==> config.mk <==
export PLATFORM = sky130hd
export DESIGN_NAME = queue_with_remove_by_key
export DESIGN_NICKNAME = d
export VERILOG_FILES = /design/src/rtl/qrk_pkg.sv /design/src/rtl/queue_with_remove_by_key.sv
export VERILOG_INCLUDE_DIRS = /design/src /design/src/rtl
export SDC_FILE = /design/constraint.sdc
export NUM_CORES = 1
export LEC_CHECK = 0
export ABC_CLOCK_PERIOD_IN_PS = 8560
export BUFFER_PORTS_ARGS = -buffer_cell sky130_fd_sc_hd__buf_2
export CELL_PAD_IN_SITES_DETAIL_PLACEMENT = 0
export CELL_PAD_IN_SITES_GLOBAL_PLACEMENT = 1
export CORE_AREA = 3 3 323 325
export DETAILED_ROUTE_END_ITERATION = 7
export DIE_AREA = 0 0 326 328
export HOLD_SLACK_MARGIN = 0.02
export PLACE_DENSITY = 0.48
export SLEW_MARGIN = 0
export SYNTH_ARGS = -nofsm -noshare
export SYNTH_HDL_FRONTEND = slang
export SYNTH_SLANG_ARGS = --single-unit
==> constraint.sdc <==
create_clock -name clk -period 8.56 [get_ports clk]
set_clock_uncertainty 0.2 [all_clocks]
set_input_delay 0.428 -clock clk [delete_from_list [all_inputs] [get_ports clk]]
set_output_delay 0.428 -clock clk [all_outputs]
set_load 0.02 [all_outputs]
==> src/rtl/queue_with_remove_by_key_defines.svh <==
// Assertion macros for the queue with remove by key.
// Simulation gets concurrent assertions; synthesis sees empty bodies.
`ifndef QUEUE_WITH_REMOVE_BY_KEY_DEFINES_SVH
`define QUEUE_WITH_REMOVE_BY_KEY_DEFINES_SVH

`ifndef SYNTHESIS

// Same-cycle implication
`define QRK_ASSERT_IMPL(lbl, clk, rst_n, ante, cons, msg) \
    lbl: assert property (@(posedge clk) disable iff (!rst_n) (ante) |-> (cons)) \
        else $error(msg);

// Next-cycle implication
`define QRK_ASSERT_NEXT(lbl, clk, rst_n, ante, cons, msg) \
    lbl: assert property (@(posedge clk) disable iff (!rst_n) (ante) |=> (cons)) \
        else $error(msg);

`else

`define QRK_ASSERT_IMPL(lbl, clk, rst_n, ante, cons, msg)
`define QRK_ASSERT_NEXT(lbl, clk, rst_n, ante, cons, msg)

`endif

`endif

==> src/rtl/qrk_pkg.sv <==
`default_nettype none

package qrk_pkg;

    // Default sizing
    localparam int DEPTH_DEFAULT    = 16;
    localparam int KEY_BITS_DEFAULT = 32;

    // Fixed field widths
    localparam int MODE_BITS   = 2;
    localparam int KEY_IO_BITS = 32;
    localparam int AGE_BITS    = 8;
    localparam int STAT_BITS   = 3;
    localparam int OCC_BITS    = 5;

    // Operation codes
    localparam logic [MODE_BITS-1:0] MODE_PUSH   = 2'd0;
    localparam logic [MODE_BITS-1:0] MODE_REMOVE = 2'd1;
    localparam logic [MODE_BITS-1:0] MODE_SERVE  = 2'd2;

    // Result status codes
    localparam logic [STAT_BITS-1:0] STAT_PUSHED    = 3'd0;
    localparam logic [STAT_BITS-1:0] STAT_FULL      = 3'd1;
    localparam logic [STAT_BITS-1:0] STAT_REMOVED   = 3'd2;
    localparam logic [STAT_BITS-1:0] STAT_NOT_FOUND = 3'd3;
    localparam logic [STAT_BITS-1:0] STAT_SERVED    = 3'd4;
    localparam logic [STAT_BITS-1:0] STAT_EMPTY     = 3'd5;

    // Sequencer states
    typedef enum logic [1:0] {
        ST_IDLE,
        ST_SEARCH,
        ST_SHIFT,
        ST_RESULT
    } qrk_state_t;

endpackage

`default_nettype wire

==> src/rtl/queue_with_remove_by_key.sv <==
// Ordered queue of up to DEPTH entries (key plus 8-bit age) held in one
// single-port-read, single-port-write memory, head at address 0. Push, a push
// that finds the queue full, and a remove or serve on an empty queue go from
// acceptance straight to the result state and load the output register from
// there once it is free. For remove and serve the memory delivers one entry
// per cycle, first while the key is compared from the head, then while every
// later entry is moved one address forward. Serve is a removal at the head.
// One transaction is in work at a time; the next is accepted in the cycle
// after the result has moved to the output register. Mode 3 is accepted and
// dropped. Keys are compared and stored on their low KEY_BITS bits.
// Occupancy wraps modulo 32 when DEPTH is above 31. The memory needs no
// clearing after reset.
`default_nettype none

`include "queue_with_remove_by_key_defines.svh"

module queue_with_remove_by_key #(
    parameter int DEPTH    = qrk_pkg::DEPTH_DEFAULT,
    parameter int KEY_BITS = qrk_pkg::KEY_BITS_DEFAULT
) (
    input  wire logic                            clk,
    input  wire logic                            rst_n,
    // request channel
    input  wire logic                            in_valid,
    output logic                                 in_stall,
    input  wire logic [qrk_pkg::MODE_BITS-1:0]   mode,
    input  wire logic [qrk_pkg::KEY_IO_BITS-1:0] key,
    input  wire logic [qrk_pkg::AGE_BITS-1:0]    age,
    // result channel
    output logic                                 out_valid,
    input  wire logic                            out_stall,
    output logic [qrk_pkg::STAT_BITS-1:0]        status,
    output logic [qrk_pkg::KEY_IO_BITS-1:0]      served_key,
    output logic [qrk_pkg::AGE_BITS-1:0]         served_age,
    output logic [qrk_pkg::OCC_BITS-1:0]         occupancy
);

    import qrk_pkg::*;

    localparam int AW = (DEPTH > 1) ? $clog2(DEPTH) : 1;
    localparam int CW = $clog2(DEPTH + 1);
    localparam int EW = KEY_BITS + AGE_BITS;

    // Entry memory
    logic [EW-1:0] mem [DEPTH];
    logic [EW-1:0] rd_data_reg;
    logic [AW-1:0] rd_addr;
    logic          wr_en;
    logic [AW-1:0] wr_addr;
    logic [EW-1:0] wr_data;

    // Control and working registers
    qrk_state_t              state_reg, state_next;
    logic [CW-1:0]           count_reg, count_next;
    logic [AW-1:0]           idx_reg, idx_next;
    logic [MODE_BITS-1:0]    op_reg, op_next;
    logic [KEY_BITS-1:0]     key_reg, key_next;
    logic [STAT_BITS-1:0]    res_status_reg, res_status_next;
    logic [KEY_IO_BITS-1:0]  res_key_reg, res_key_next;
    logic [AGE_BITS-1:0]     res_age_reg, res_age_next;

    // Output register
    logic                    out_valid_reg, out_valid_next;
    logic [STAT_BITS-1:0]    status_reg;
    logic [KEY_IO_BITS-1:0]  served_key_reg;
    logic [AGE_BITS-1:0]     served_age_reg;
    logic [OCC_BITS-1:0]     occupancy_reg;

    // Helpers
    logic                    in_accept;
    logic                    out_load;
    logic                    is_full;
    logic                    is_empty;
    logic [KEY_BITS-1:0]     rd_key;
    logic [AGE_BITS-1:0]     rd_age;
    logic                    hit;
    logic [CW-1:0]           idx_p1;
    logic [CW-1:0]           idx_p2;
    logic                    more;
    logic                    more2;

    assign in_stall  = (state_reg != ST_IDLE);
    assign in_accept = in_valid && !in_stall;
    assign out_load  = (state_reg == ST_RESULT) && (!out_valid_reg || !out_stall);
    assign is_full   = (count_reg == CW'(DEPTH));
    assign is_empty  = (count_reg == '0);
    assign rd_key    = rd_data_reg[EW-1:AGE_BITS];
    assign rd_age    = rd_data_reg[AGE_BITS-1:0];
    assign hit       = (op_reg == MODE_SERVE) || (rd_key == key_reg);
    assign idx_p1    = CW'(idx_reg) + CW'(1);
    assign idx_p2    = CW'(idx_reg) + CW'(2);
    assign more      = (idx_p1 < count_reg);
    assign more2     = (idx_p2 < count_reg);

    // Memory: at most one write, one registered read per cycle
    always_ff @(posedge clk)
    begin
        if (wr_en)
        begin
            mem[wr_addr] <= wr_data;
        end
        rd_data_reg <= mem[rd_addr];
    end

    // Next state
    always_comb
    begin
        state_next = state_reg;
        unique case (state_reg)
            ST_IDLE:
            begin
                if (in_accept)
                begin
                    if ((mode == MODE_REMOVE || mode == MODE_SERVE) && !is_empty)
                    begin
                        state_next = ST_SEARCH;
                    end
                    else if (mode == MODE_PUSH || mode == MODE_REMOVE ||
                             mode == MODE_SERVE)
                    begin
                        state_next = ST_RESULT;
                    end
                end
            end
            ST_SEARCH:
            begin
                if (hit && more)
                begin
                    state_next = ST_SHIFT;
                end
                else if (!more)
                begin
                    state_next = ST_RESULT;
                end
            end
            ST_SHIFT:
            begin
                if (!more2)
                begin
                    state_next = ST_RESULT;
                end
            end
            ST_RESULT:
            begin
                if (out_load)
                begin
                    state_next = ST_IDLE;
                end
            end
            default:
            begin
                state_next = ST_IDLE;
            end
        endcase
    end

    // Datapath and memory control
    always_comb
    begin
        rd_addr         = idx_reg;
        wr_en           = 1'b0;
        wr_addr         = idx_reg;
        wr_data         = rd_data_reg;
        count_next      = count_reg;
        idx_next        = idx_reg;
        op_next         = op_reg;
        key_next        = key_reg;
        res_status_next = res_status_reg;
        res_key_next    = res_key_reg;
        res_age_next    = res_age_reg;
        unique case (state_reg)
            ST_IDLE:
            begin
                if (in_accept)
                begin
                    op_next      = mode;
                    key_next     = KEY_BITS'(key);
                    idx_next     = '0;
                    rd_addr      = '0;
                    res_key_next = '0;
                    res_age_next = '0;
                    case (mode)
                        MODE_PUSH:
                        begin
                            if (is_full)
                            begin
                                res_status_next = STAT_FULL;
                            end
                            else
                            begin
                                wr_en           = 1'b1;
                                wr_addr         = AW'(count_reg);
                                wr_data         = {KEY_BITS'(key), age};
                                count_next      = count_reg + CW'(1);
                                res_status_next = STAT_PUSHED;
                            end
                        end
                        MODE_REMOVE:
                        begin
                            res_status_next = STAT_NOT_FOUND;
                        end
                        MODE_SERVE:
                        begin
                            res_status_next = STAT_EMPTY;
                        end
                        default:
                        begin
                            res_status_next = res_status_reg;
                        end
                    endcase
                end
            end
            ST_SEARCH:
            begin
                // rd_data_reg holds entry idx_reg
                if (hit)
                begin
                    if (op_reg == MODE_SERVE)
                    begin
                        res_status_next = STAT_SERVED;
                        res_key_next    = KEY_IO_BITS'(rd_key);
                        res_age_next    = rd_age;
                    end
                    else
                    begin
                        res_status_next = STAT_REMOVED;
                    end
                    if (more)
                    begin
                        rd_addr = AW'(idx_p1);
                    end
                    else
                    begin
                        count_next = count_reg - CW'(1);
                    end
                end
                else if (more)
                begin
                    rd_addr  = AW'(idx_p1);
                    idx_next = AW'(idx_p1);
                end
                else
                begin
                    res_status_next = STAT_NOT_FOUND;
                end
            end
            ST_SHIFT:
            begin
                // rd_data_reg holds entry idx_reg + 1; move it to idx_reg
                wr_en    = 1'b1;
                wr_addr  = idx_reg;
                wr_data  = rd_data_reg;
                idx_next = AW'(idx_p1);
                if (more2)
                begin
                    rd_addr = AW'(idx_p2);
                end
                else
                begin
                    count_next = count_reg - CW'(1);
                end
            end
            ST_RESULT:
            begin
                rd_addr = idx_reg;
            end
            default:
            begin
                rd_addr = idx_reg;
            end
        endcase
    end

    // Output valid
    always_comb
    begin
        out_valid_next = out_valid_reg;
        if (out_load)
        begin
            out_valid_next = 1'b1;
        end
        else if (out_valid_reg && !out_stall)
        begin
            out_valid_next = 1'b0;
        end
    end

    // Control registers
    always_ff @(posedge clk or negedge rst_n)
    begin
        if (!rst_n)
        begin
            state_reg     <= ST_IDLE;
            count_reg     <= '0;
            out_valid_reg <= 1'b0;
        end
        else
        begin
            state_reg     <= state_next;
            count_reg     <= count_next;
            out_valid_reg <= out_valid_next;
        end
    end

    // Working registers
    always_ff @(posedge clk)
    begin
        idx_reg        <= idx_next;
        op_reg         <= op_next;
        key_reg        <= key_next;
        res_status_reg <= res_status_next;
        res_key_reg    <= res_key_next;
        res_age_reg    <= res_age_next;
    end

    // Output payload
    always_ff @(posedge clk)
    begin
        if (out_load)
        begin
            status_reg     <= res_status_reg;
            served_key_reg <= res_key_reg;
            served_age_reg <= res_age_reg;
            occupancy_reg  <= OCC_BITS'(count_reg);
        end
    end

    assign out_valid  = out_valid_reg;
    assign status     = status_reg;
    assign served_key = served_key_reg;
    assign served_age = served_age_reg;
    assign occupancy  = occupancy_reg;

    // Assertions
    `QRK_ASSERT_IMPL(a_count_bound, clk, rst_n, 1'b1, count_reg <= CW'(DEPTH),
                     "count above depth")
    `QRK_ASSERT_IMPL(a_shift_range, clk, rst_n, state_reg == ST_SHIFT, more,
                     "shift past tail")
    `QRK_ASSERT_IMPL(a_zero_payload, clk, rst_n, out_valid && status != STAT_SERVED,
                     served_key == '0 && served_age == '0,
                     "served data on non-serve result")
    `QRK_ASSERT_NEXT(a_push_count, clk, rst_n, in_accept && mode == MODE_PUSH && !is_full,
                     count_reg == $past(count_reg) + CW'(1),
                     "push did not advance count")

endmodule

`default_nettype wire

==> summary.md <==
| Metric | Value |
|---|---|
| Ranking of synthesized cells by area | `edfxtp_1 (74%), mux4_2 (11%), dfxtp_1 (2.6%), mux2_2 (1.5%), nand3_1 (1.4%)` |
| Reg area | `24,100 um2` |
| Drt wl/cell | `25.5 um` |
| Critical path cell sequence | `inv_1, ha_1, nand2_1, inv_2, and3_4, a31oi_1, nor2_4, buf_4` |
| Placed Area | `33,600 um2` |
| Synth Cell Area | `31,400 um2` |
| Maximum clock frequency | `0.206 GHz` |
| Register area share after synthesis | `0.768` |
| Seq cells post-synth | `817` |
| Core Region | `102,000 um2` |
| ANT nets after route | `0` |
| Num Clock Sinks | `817` |
| Die width | `326 um` |
| Gr usage total | `0.151` |
| Global-route wire length before repair | `117,000 um` |
| Startpoint Class | `flop` |
| Die area | `107,000 um2` |
| CTS Root Cell | `clkbuf_16` |
| # resized after CTS | `0` |
| Slew Viols, Final | `0` |
| Clock Power Share | `0.232` |
| Worst EP required | `8660 ps` |
| Cell Pwr Density | `430 nW/um2` |
| Area occupied by multi-input gates | `6980 um2` |
| Worst-margin pin slew | `1170 ps` |
| Gpl congestion | `0.748` |
| Final net count | `1,792` |
| Rel. slew slack | `0.219` |
| Pre-CTS setup slack | `3530 ps` |
| Hold path cells | `2` |
| Hold Path Origin | `age[0]` |
| CP max FO | `56` |
| Via Count | `15,300` |
| Chip height | `328 um` |
| Buffer count from post-CTS setup fixing | `0` |
| Detail Placement HPWL | `45,700 um` |
| Sequential Power Share | `0.376` |
| Synthesized net count | `1,608` |
| Reg-to-Reg Start | `state_reg[0]$_DFFE_PN0P_` |
| Post-route cell area | `36,700 um2` |
| Largest net degree at the start of global routing | `138` |
| Sw Ratio | `0.358` |
| Number of global-route vias before repair | `16,500` |
| Setup_tns | `0 ps` |
| Remaining DRCs | `0` |
| Slowest cell delay on critical path | `1040 ps` |
| CP max-delay cell | `nor2_4` |
| NetSw | `5.65 mW` |
| Final setup viols | `0` |
| Initial antenna violation count | `4` |
| Drt first pass iters | `5` |
| CTS Buf Count | `91` |
| Mapped Cells | `1,539` |
| Status | `finished, final reports clean` |
| Clk_lat worst skew | `650 ps` |
| Commonest cells after routing, fill and taps aside | `edfxtp_1 (769), mux4_2 (159), buf_2 (95)` |
| Boundary Pins | `96` |
| Most common cell after layout, fill and taps aside | `edfxtp_1` |
| Post-synth EDFFs | `769` |
| Ys async rst share | `0.00979` |
| H-tree level count | `3` |
| Final hold vios | `0` |
| RR Endpoint | `mem[10][30]$_DFFE_PP_` |
| FP Rows | `117` |
| Comb power frac | `0.393` |
| Hold_buf cts | `37` |
| Final WL | `80,700 um` |
| Max-cap viol count | `0` |
| I/O Buffers | `95` |
| Area Growth Syn to Fin | `17.1%` |
| Starting DRC count in detailed routing | `1,194` |
| Bufs on Longest Clock Path | `3` |
| Setup ws final | `3690 ps` |
| Share of post-route cells with drive strength above 1 | `0.266` |
| Ys flop type | `edfxtp_1` |
| Mean area per synthesized cell | `20.4 um2` |
| Synth Warn # | `0` |
| Crit path capture type | `flop` |
| Crit Path Class | `reg2reg` |
| Total power | `15.8 mW` |
| CTS tree | `built` |
| R2r setup slk | `3690 ps` |
| RSZ-0062 raised after global routing | `no` |
| Int Power | `10.1 mW` |
| Netlist cell types | `52` |
| Max IR drop VDD | `0.696 mV` |
| Type of the worst min-delay path | `in2reg` |
| DR vias/cell | `4.83` |
| Share of the synthesized area in the top cell type | `0.736` |
| Static Leak | `11.8 nW` |
| Critical Path AT | `4960 ps` |
| Initial core utilization | `0.308` |
| Hold Path End | `mem[1][0]$_DFFE_PP_` |
| Max reg flops | `640` |
| Clock transition at path regs | `60 ps` |
| Area leader, netlist | `edfxtp_1` |
| Fill count | `9,481` |
| Register-to-Register Path Depth | `8` |
| Grt ovf | `0` |
| Fin crit share | `0.568` |
| Minimum clock period | `4870 ps` |
layout make-up:
class / instances / area share
timing repair buffer: 164 / 0.0299
clock buffer: 129 / 0.0685
tap: 1368 / 0.0466
clock inverter: 39 / 0.00726
sequential: 817 / 0.656
multi-input combinational: 635 / 0.190
inverter: 14 / 0.00143
antenna: 1 / 0.0000682
synthesized netlist by cell type, types with 4 or more instances:
cell type and number:
and2_1 41, mux2_2 41, a21oi_1 15, a22oi_1 42, buf_1 5, o21ai_0 14
nand4_1 10, mux4_2 159, edfxtp_1 769, buf_2 14, and3_1 4, buf_6 13
nor2_1 26, ha_1 22, clkbuf_1 30, dfxtp_1 40, a31oi_1 9, buf_4 11
a21o_1 5, nand2_1 66, inv_1 14, nand3_1 86, dfrtp_1 8, nor3_1 6
nor2b_1 6, nand2b_1 4, xnor2_1 39
cell families after synthesis:
group	Yosys count	synth area share
flops	817	0.768
simple gates	256	0.0403
mux	203	0.130
compound gates	111	0.0251
buf+inv	87	0.0154
xor+xnor	42	0.0117
fa+ha+maj	23	0.00941
routing by layer:
metal / GRT usage / vias to the layer above / part of all wire
li1: - / 6646 / -
met1: 0.207 / 8223 / 0.45
met2: 0.250 / 319 / 0.49
met3: 0.0258 / 119 / 0.038
met4: 0.0415 / 0 / 0.023
met5: 0 / - / 0
critical path, delay by kind of cell, from the launching register on:
family                     cells  cell delay [ps]
buffers and inverters          3              720
and+or+nand+nor                3             2170
AOI/OAI and AO/OA              1              570
DFF                            1              450
adders and majority gates      1              360
stage by stage:
stage	cells	utilization	hold slack, ps
floorplan	1539	-	-67.6
global placement	2961	0.330	91.8
detailed placement	2961	0.330	94.8
CTS	3166	0.361	85.8
global route	3166	0.361	140
finish	3167	0.361	135
power by group through the flow:
stage,Clock [mW],Sequential (mW),Combinational (mW)
finish,3.66,5.94,6.20
global route,3.93,6.00,6.80
CTS,3.78,5.95,6.43
detailed placement,0,6.03,6.40
global placement,0,6.02,6.37
floorplan,0,5.99,4.36
worst max-delay path by stage:
stage / startpoint / to / slack [ps]
3_3_place_gp: state_reg[0]$_DFFE_PN0P_ / mem[10][11]$_DFFE_PP_ / 3560
5_1_grt: state_reg[1]$_DFFE_PN0P_ / mem[10][30]$_DFFE_PP_ / 3340
3_5_place_dp: state_reg[0]$_DFFE_PN0P_ / mem[10][11]$_DFFE_PP_ / 3530
4_1_cts: state_reg[0]$_DFFE_PN0P_ / mem[10][30]$_DFFE_PP_ / 3520
2_1_floorplan: state_reg[0]$_DFFE_PN0P_ / mem[12][0]$_DFFE_PP_ / 3270
6_report: state_reg[0]$_DFFE_PN0P_ / mem[10][30]$_DFFE_PP_ / 3690
Power figures use the tool's default switching activity.
